File: src/rtl/core/int8_matmul_transposed_b_unit_macros.svh
// Assertion macros shared by the int8 matmul transposed-B unit.
// Every macro expects a clock named clk and an active-low reset named rst_n in scope.
`ifndef INT8_MATMUL_TRANSPOSED_B_UNIT_MACROS_SVH
`define INT8_MATMUL_TRANSPOSED_B_UNIT_MACROS_SVH

// The consequent must hold in the same cycle as the antecedent.
`define IMTB_ASSERT_SAME(label, ante, cons, msg) \
  label: assert property (@(posedge clk) disable iff (!rst_n) (ante) |-> (cons)) \
    else $error(msg);

// The consequent must hold in the cycle after the antecedent.
`define IMTB_ASSERT_NEXT(label, ante, cons, msg) \
  label: assert property (@(posedge clk) disable iff (!rst_n) (ante) |=> (cons)) \
    else $error(msg);

`endif

File: src/rtl/core/imtb_pkg.sv
// Package for the int8 matmul transposed-B unit: sizes, codes, item and control types.
// Used by imtb_ctrl, imtb_dp and int8_matmul_transposed_b_unit; depends on nothing.
package imtb_pkg;

  // Matrix capacity. The row and inner index widths follow the fixed field widths.
  localparam int unsigned MAX_ROWS_A = 16;
  localparam int unsigned MAX_INNER  = 64;
  localparam int unsigned MAX_ROWS_B = 16;

  localparam int unsigned ROW_W  = 4;
  localparam int unsigned K_W    = 6;
  localparam int unsigned ADDR_W = ROW_W + K_W;
  localparam int unsigned DEPTH_A = MAX_ROWS_A * MAX_INNER;
  localparam int unsigned DEPTH_B = MAX_ROWS_B * MAX_INNER;

  localparam int unsigned ELEM_W = 8;
  localparam int unsigned PROD_W = 2 * ELEM_W;
  localparam int unsigned SUM_W  = 22;

  // Configuration register widths.
  localparam int unsigned RA_CFG_W = 5;
  localparam int unsigned IN_CFG_W = 7;
  localparam int unsigned RB_CFG_W = 5;

  localparam int unsigned APB_AW = 4;
  localparam int unsigned APB_DW = 32;

  // Register indexes (byte address divided by four).
  localparam logic [1:0] REG_ROWS_A = 2'd0;
  localparam logic [1:0] REG_INNER  = 2'd1;
  localparam logic [1:0] REG_ROWS_B = 2'd2;

  // Operation codes of the func field.
  localparam logic [1:0] FUNC_LOAD_A  = 2'd0;
  localparam logic [1:0] FUNC_LOAD_B  = 2'd1;
  localparam logic [1:0] FUNC_COMPUTE = 2'd2;

  typedef struct packed {
    logic [1:0]              func;
    logic [ROW_W-1:0]        row_sel;
    logic [ROW_W-1:0]        col_sel;
    logic [K_W-1:0]          k_index;
    logic signed [ELEM_W-1:0] element_value;
  } imtb_in_t;

  typedef struct packed {
    logic signed [SUM_W-1:0] dot_sum;
    logic                    index_error;
  } imtb_out_t;

  // Matrix sizes in use, already saturated at the capacity.
  typedef struct packed {
    logic [RA_CFG_W-1:0] na;
    logic [IN_CFG_W-1:0] nk;
    logic [RB_CFG_W-1:0] nb;
  } imtb_size_t;

  typedef struct packed {
    logic           wr_a;
    logic           wr_b;
    logic           start;
    logic           issue;
    logic [K_W-1:0] k;
    logic           load_out;
    logic           emit_err;
  } imtb_cmd_t;

  typedef struct packed {
    logic pipe_busy;
    logic out_free;
  } imtb_sts_t;

  typedef enum logic [1:0] {
    ST_IDLE,
    ST_RUN,
    ST_DRAIN,
    ST_EMIT
  } imtb_state_t;

endpackage

File: src/rtl/core/imtb_ctrl.sv
// Controller of the int8 matmul transposed-B unit: decodes items and sequences the MAC walk.
// Depends on imtb_pkg; drives imtb_dp through imtb_cmd_t and reads imtb_sts_t.
module imtb_ctrl (
  input  logic                clk,
  input  logic                rst_n,
  input  logic                in_valid,
  output logic                in_stall,
  input  imtb_pkg::imtb_in_t  in_data,
  input  imtb_pkg::imtb_size_t size,
  input  imtb_pkg::imtb_sts_t sts,
  output imtb_pkg::imtb_cmd_t cmd
);

  imtb_pkg::imtb_state_t state_r, state_nxt;
  logic [imtb_pkg::K_W-1:0] k_r, k_nxt;
  logic err_r, err_nxt;

  logic a_ok, b_ok, c_ok, k_ok, last_k;

  assign k_ok = imtb_pkg::IN_CFG_W'(in_data.k_index) < size.nk;
  assign a_ok = (imtb_pkg::RA_CFG_W'(in_data.row_sel) < size.na) && k_ok;
  assign b_ok = (imtb_pkg::RB_CFG_W'(in_data.col_sel) < size.nb) && k_ok;
  assign c_ok = (imtb_pkg::RA_CFG_W'(in_data.row_sel) < size.na) &&
                (imtb_pkg::RB_CFG_W'(in_data.col_sel) < size.nb);
  assign last_k = imtb_pkg::IN_CFG_W'(k_r) == (size.nk - imtb_pkg::IN_CFG_W'(1));

  always_ff @(posedge clk) begin
    if (!rst_n) begin
      state_r <= imtb_pkg::ST_IDLE;
      k_r     <= '0;
      err_r   <= 1'b0;
    end else begin
      state_r <= state_nxt;
      k_r     <= k_nxt;
      err_r   <= err_nxt;
    end
  end

  always_comb begin
    state_nxt = state_r;
    k_nxt     = k_r;
    err_nxt   = err_r;
    unique case (state_r)
      imtb_pkg::ST_IDLE: begin
        if (in_valid) begin
          unique case (in_data.func)
            imtb_pkg::FUNC_LOAD_A: begin
              if (!a_ok) begin
                state_nxt = imtb_pkg::ST_EMIT;
                err_nxt   = 1'b1;
              end
            end
            imtb_pkg::FUNC_LOAD_B: begin
              if (!b_ok) begin
                state_nxt = imtb_pkg::ST_EMIT;
                err_nxt   = 1'b1;
              end
            end
            imtb_pkg::FUNC_COMPUTE: begin
              k_nxt = '0;
              if (!c_ok) begin
                state_nxt = imtb_pkg::ST_EMIT;
                err_nxt   = 1'b1;
              end else begin
                err_nxt   = 1'b0;
                state_nxt = (size.nk == '0) ? imtb_pkg::ST_EMIT : imtb_pkg::ST_RUN;
              end
            end
            default: begin
            end
          endcase
        end
      end
      imtb_pkg::ST_RUN: begin
        k_nxt = k_r + imtb_pkg::K_W'(1);
        if (last_k) begin
          state_nxt = imtb_pkg::ST_DRAIN;
        end
      end
      imtb_pkg::ST_DRAIN: begin
        if (!sts.pipe_busy) begin
          state_nxt = imtb_pkg::ST_EMIT;
        end
      end
      imtb_pkg::ST_EMIT: begin
        if (sts.out_free) begin
          state_nxt = imtb_pkg::ST_IDLE;
        end
      end
      default: begin
        state_nxt = imtb_pkg::ST_IDLE;
      end
    endcase
  end

  always_comb begin
    cmd      = '0;
    cmd.k    = k_r;
    in_stall = state_r != imtb_pkg::ST_IDLE;
    unique case (state_r)
      imtb_pkg::ST_IDLE: begin
        if (in_valid) begin
          cmd.wr_a  = (in_data.func == imtb_pkg::FUNC_LOAD_A) && a_ok;
          cmd.wr_b  = (in_data.func == imtb_pkg::FUNC_LOAD_B) && b_ok;
          cmd.start = (in_data.func == imtb_pkg::FUNC_COMPUTE) && c_ok;
        end
      end
      imtb_pkg::ST_RUN: begin
        cmd.issue = 1'b1;
      end
      imtb_pkg::ST_DRAIN: begin
      end
      imtb_pkg::ST_EMIT: begin
        cmd.load_out = sts.out_free;
        cmd.emit_err = err_r;
      end
      default: begin
      end
    endcase
  end

endmodule

File: config.mk
export PLATFORM = sky130hd
export DESIGN_NAME = imtb_ctrl
export DESIGN_NICKNAME = d
export VERILOG_FILES = /design/src/rtl/core/int8_matmul_transposed_b_unit_macros.svh /design/src/rtl/core/imtb_pkg.sv /design/src/rtl/core/imtb_ctrl.sv
export SDC_FILE = /design/constraint.sdc
export NUM_CORES = 1
export LEC_CHECK = 0
export CORE_MARGIN = 5
export CORE_UTILIZATION = 45
export CTS_CLUSTER_DIAMETER = 80
export DETAILED_ROUTE_END_ITERATION = 10
export DONT_BUFFER_PORTS = 1
export MAX_ROUTING_LAYER = met4
export SLEW_MARGIN = 20
export SYNTH_ARGS = -nofsm -noshare
export SYNTH_HDL_FRONTEND = slang
export SYNTH_SLANG_ARGS = --single-unit
export TNS_END_PERCENT = 1
File: constraint.sdc
create_clock -name clk -period 3.4 [get_ports clk]
set_clock_uncertainty 0.2 [all_clocks]
set_input_delay 0.17 -clock clk [delete_from_list [all_inputs] [get_ports clk]]
set_output_delay 0.17 -clock clk [all_outputs]
set_load 0.02 [all_outputs]
## Yosys cells after proc, flatten, opt, wreduce, memory -nomap -nowiden

Cells that the tools add are included.

| storage, ports and cells | value |
|---|---|
| word-level logic and storage cells | 60 |
| output and inout bits | 13 |
| bits of input ports | 46 |
| register bits after elaboration | 9 |

| operators by class | value |
|---|---|
| mux-type cells | 21 |
| equal/unequal tests | 16 |
| magnitude comparators | 3 |
| reduce and logical (&&, ||, !) cells | 15 |
| add/sub/neg operators | 2 |

Operators with widths:

| cell | number |
|---|---|
| 2-bit two-way mux | 9 |
| 2-bit != test (second input constant) | 7 |
| 6-bit two-way mux | 2 |
| 6-bit case mux with 2 select lines | 1 |
| 4-bit by 5-bit less-than comparator with 1-bit output | 2 |
| 2-bit case mux with 4 select lines | 1 |
| 6-bit by 7-bit equality test with 1-bit output | 1 |
| 7-bit logical NOT | 1 |
| 6-bit by 7-bit less-than comparator with 1-bit output | 1 |
| 7-bit AND reduction | 1 |
| 7-bit by 1-bit subtractor with 7-bit output (second input constant) | 1 |
| 6-bit by 1-bit adder with 6-bit output (second input constant) | 1 |
| 2-bit equality test (second input constant) | 3 |
| 1-bit logical AND | 6 |
| 3-bit two-way mux | 2 |
| 3-bit != test (second input constant) | 2 |
| 2-bit case mux with 3 select lines | 1 |
| 5-bit AND reduction | 1 |
| 2-bit by 1-bit equality test with 1-bit output (second input constant) | 2 |
| 2-bit logical NOT | 2 |
| 1-bit two-way mux | 4 |
| 4-bit != test (second input constant) | 1 |
| 2-bit nonzero test | 2 |
| 1-bit case mux with 3 select lines | 1 |
| 2 further kinds | 2 |

## Depth between registers and ports, before layout

| depth | value |
|---|---|
| word-level depth | 6 |
| gate-level depth with buffers | 9 |
| depth with buffers taken out | 9 |

## Least setup slack after synthesis

OpenSTA, ideal clock, no wires.

| path | value |
|---|---|
| path type | input to register |
| start point | input size[6] in the netlist's numbering |
| end point | register state_r[1] |
| path buffers | 0 |
| stages on the path | 9 |
| path slack | 1.178 ns |
| setup time | 0.121 ns |
| required time | 3.079 ns |
| arrival | 1.901 ns |
| path through | inv_1 ha_1 nand2b_1 a21oi_1 a311o_1 a32oi_2 o21ai_2 a2111oi_4 mux2_4 |

| on the way | value |
|---|---|
| cells in the longest elaborated chain, start to end | 6 |
| elaborated cells between the ends (all ways) | 15 |
| those cells by class | add/sub: 1; order compare: 1; eq/ne: 4; mux: 5; reduce/logical: 4 |

RTL lines:

| element | RTL line | text |
|---|---|---|
| start: declaration | imtb_ctrl.sv:9 | `input imtb_pkg::imtb_size_t size,` |
| parallel branches: the longest is 6 deep, another holds 7-bit by 1-bit subtractor with 7-bit output | n/a |  |
| end signal: assignment | imtb_ctrl.sv:29 | `state_r <= imtb_pkg::ST_IDLE;` |
| end signal: assignment | imtb_ctrl.sv:33 | `state_r <= state_nxt;` |
| end: declaration | imtb_ctrl.sv:14 | `imtb_pkg::imtb_state_t state_r, state_nxt;` |

Several ways; the timed one is not identified. The select of a mux whose other input is x is not followed.
A chain may end at the register's enable or synchronous reset.

## Worst setup path in the final report

| path | value |
|---|---|
| start point | register k_r[3] in the netlist's numbering |
| end point | register state_r[1] |

| on the way | value |
|---|---|
| cells in the longest elaborated chain, start to end | 3 |

RTL lines:

| element | RTL line | text |
|---|---|---|
| start: declaration | imtb_ctrl.sv:15 | `logic [imtb_pkg::K_W-1:0] k_r, k_nxt;` |
| start signal: assignment | imtb_ctrl.sv:34 | `k_r <= k_nxt;` |
| 6-bit by 7-bit equality test with 1-bit output | imtb_ctrl.sv:25 | `assign last_k = imtb_pkg::IN_CFG_W'(k_r) == (size.nk - imtb_pkg::IN_CFG_W'(1));` |
| 2-bit != test (no source line) | n/a |  |
| 7-bit AND reduction (no source line) | n/a |  |

No other way between the ends.

==> impl_metrics.yaml <==
yosys:
  yosys.area_share.adder_pct: 20.5
  synthesis.nets: 203
  post_synth_num_cell_types: 37
  synth_compound_area_share_pct: 18.0
  synth-simple-area-share_pct: 26.2
  ys_ff_latch: 9
  syn_area_um2: 1100
  synth_top_family_by_area: "simple AND/OR/NAND/NOR gates"
  synth.yosys.seq_area_share_pct: 16.4
  synth_xor_xnor_area_share_pct: 9.58
  synth.yosys.warnings: 0
  gate_count_of_the_mapped_netlist: 139
  post_synth_mux_area_share_pct: 2.28
  postSynthAreaPerCell_um2: 7.89
clock_tree:
  cts_resized: 0
  hold_bufs_inserted_after_cts: 1
  cts_inserted_buffers: 3
  tritoncts_clock_tree: "built"
  numClockSinks: 9
  clock_tree.root_cell: "clkbuf_4"
  clk_transition_reported_paths_ns: 0.06
  post_cts.repair.setup_buffers: 0
  clock_tree.buffer_depth: 2
  insertion_delay_ns: 0.26
  cts_htree_levels: 1
floorplan:
  core_box_area_um2: 2280
  io_pins: 59
  row_count: 17
  dieArea_um2: 3530
  starting_density_of_the_core_pct: 48.2
  fp.dieW_um: 59.4
  die_h_um: 59.4
cells_and_area:
  synth_to_final_area_change_pct: 6.04
  final_layout_size_suffix_gt1_share_pct: 6.99
  diodes: 0
  stdcell_area_um2: 1160
  nets: 208
  layout.filler_cells: 242
  layout.core_utilization_pct: 51.1
timing:
  setup_repair_after_global_routing_missed_its_margin: "false"
  period_share_pct: 68.0
  slew-limit-headroom_pct: 57.6
  timing.final.hold_violations: 0
  final-setup-viol-count: 0
  max_freq_ghz: 0.432
  final_total_negative_setup_slack_ns: 0
  tightest_slew_ns: 0.631
  finalHoldWorstSlack_ns: 0.0374
  fin_crit_ns: 2.31
  final-max-slew-violation-count: 0
critical_path:
  cp_cell_sequence: "xor2_1 -> xnor2_1 -> nand3_1 -> nor3_1 -> o21ai_2 -> a2111oi_4 -> mux2_4"
  critical_path.max_fanout: 5
  cp-end-kind: "flop"
  crit_path_start_kind: "flop"
  r2r.worst_path.cells: 7
  path_class: "reg -> reg"
  cp.arrival_ns: 2.27
  worst-endpoint-required_ns: 3.36
  critPathSlowestCell: "dfxtp_1"
  critical-path-max-stage-delay_ns: 0.55
placed_design:
  detailedPlacementHpwl_um: 1990
  dpl-instance-area_um2: 1130
  io_buffers: 0
  gpl.final_weighted_congestion: 0.811
hold_path:
  min-delay-path-class: "in -> reg"
  min_path_cells: 2
status:
  outcome: "complete, no violations"
drt:
  drcViolationCount: 0
  vias: 959
  wl_per_cell_um: 13.8
  detailedRoute.firstPassIterationCount: 4
  drt.antenna.violating_nets: 0
  drt_iter0_drc: 32
  finalWirelength_um: 2360
  drt-vias-per-instance: 5.61
global_route:
  gr-usage-all-layers_pct: 14.6
  grt_residual_overflow: 0
  grt_antenna_before_repair: 0
  grt_pass1_wl_um: 3930
  maximum_number_of_pins_on_one_net_before_global_route_repair: 10
  first_global_vias: 954
power:
  power.density_nw_per_um2: 358
  ir_worst_vdd_mv: 0.302
  static-leakage-power_nw: 0.528
job:
  drv_cap: 0
-- cells in the mapped netlist --
| library cell | number | area share (%) |
|---|---|---|
| a32oi_2 | 1 | 1.5 |
| xnor2_1 | 5 | 4.0 |
| nor4_1 | 1 | 0.57 |
| nand2b_1 | 2 | 1.1 |
| nor2b_1 | 2 | 1.1 |
| nor3_1 | 3 | 1.4 |
| a21oi_1 | 8 | 3.6 |
| nand4_1 | 3 | 1.7 |
| a31oi_1 | 1 | 0.57 |
| o31a_2 | 1 | 0.91 |
| ha_1 | 18 | 21 |
| nand3_1 | 6 | 2.7 |
| a211oi_1 | 1 | 0.68 |
| xor2_1 | 7 | 5.6 |
| nand3b_1 | 1 | 0.68 |
| nor2_1 | 13 | 4.4 |
| dfxtp_1 | 9 | 16 |
| o221a_2 | 1 | 1.0 |
| o21ai_1 | 3 | 1.4 |
| mux2i_1 | 1 | 0.91 |
| nor4b_4 | 1 | 2.2 |
| a311o_1 | 1 | 0.91 |
| and2b_1 | 1 | 0.68 |
| nand2_1 | 7 | 2.4 |
| o21ai_2 | 1 | 0.80 |
| and4_1 | 2 | 1.6 |
| buf_2 | 1 | 0.46 |
| inv_1 | 19 | 6.5 |
| and2_1 | 6 | 3.4 |
| nor3b_1 | 1 | 0.68 |
| o31ai_1 | 1 | 0.68 |
| and4b_1 | 1 | 0.91 |
| o21ai_0 | 6 | 2.7 |
| and3_1 | 1 | 0.57 |
| a2111oi_4 | 1 | 2.5 |
| o21a_1 | 1 | 0.68 |
| mux2_4 | 1 | 1.4 |
-- path summary, 6_finish.rpt --
path | from | end | slack [ns]
max | k_r[3] | state_r[1] | 1.09
min | in_data[23] | err_r | 0.04
max reg2reg | k_r[3] | state_r[1] | 1.09
min reg2reg | err_r | err_r | 0.34
-- layout by cell type, fill, tap and decap left out, types with 2 or more instances in the layout --
cell type,count
xnor2_1,5
nand2_1,7
and2_1,6
a21oi_1,8
xor2_1,7
nor2b_1,2
nand2b_1,2
nand3_1,6
nor2_1,13
o21ai_0,6
ha_1,18
o21ai_1,3
and4_1,2
clkbuf_4,3
inv_1,19
nand4_1,3
dfxtp_1,9
nor3_1,3
-- state kept, by name, summed over array words and instances (netlist names) --
signal and count:
k_r 6, state_r 2, err_r 1
-- power by group --
group / switching, W / leakage, nW / internal (W)
clock network: 0.0000377 / 0.0150 / 0.0000452
logic: 0.000118 / 0.440 / 0.0000867
registers: 0.0000122 / 0.0731 / 0.000117
-- worst max-delay path, delay by kind of cell, from the launching register on --
| kind | cells | cell delay, ns |
|---|---|---|
| flip-flops | 1 | 0.55 |
| multiplexers | 1 | 0.33 |
| AO/OA/AOI/OAI | 2 | 0.45 |
| AND/OR/NAND/NOR | 2 | 0.32 |
| XOR/XNOR | 2 | 0.37 |
-- layer usage --
| layer | up-vias | wire, um | track usage (%) |
|---|---|---|---|
| met5 | - | 0 | - |
| met4 | 0 | 17 | 3.88 |
| met3 | 2 | 231 | 5.88 |
| met2 | 37 | 1170 | 24.8 |
| met1 | 430 | 939 | 15.7 |
| li1 | 490 | - | - |
-- cells by family (layout without fill, tap and decap cells) --
kind of cell | Yosys count | in the layout
compound gates | 27 | 27
xor+xnor | 12 | 12
fa+ha+maj | 18 | 18
buf+inv | 20 | 24
flops | 9 | 9
mux | 2 | 2
simple gates | 51 | 51
-- area by class of cell --
class / instances / area [um2] / area share, %
Inverter: 19 / 71.3 / 6.13
Sequential cell: 9 / 180 / 15.5
Clock buffer: 4 / 26.3 / 2.26
Multi-Input combinational cell: 110 / 841 / 72.3
Timing Repair Buffer: 1 / 10.0 / 0.860
Tap cell: 28 / 35.0 / 3.01
-- per-stage QoR --
stage / setup WS [ns] / total power [W] / std cells
after global placement: 1.06 / 0.000331 / 166
after CTS: 1.05 / 0.000423 / 171
after detailed placement: 1.02 / 0.000336 / 166
after floorplan: 1.18 / 0.000307 / 139
after global routing: 0.902 / 0.000452 / 171
final: 1.09 / 0.000416 / 171
No activity file was read; power rests on OpenSTA's default activity.
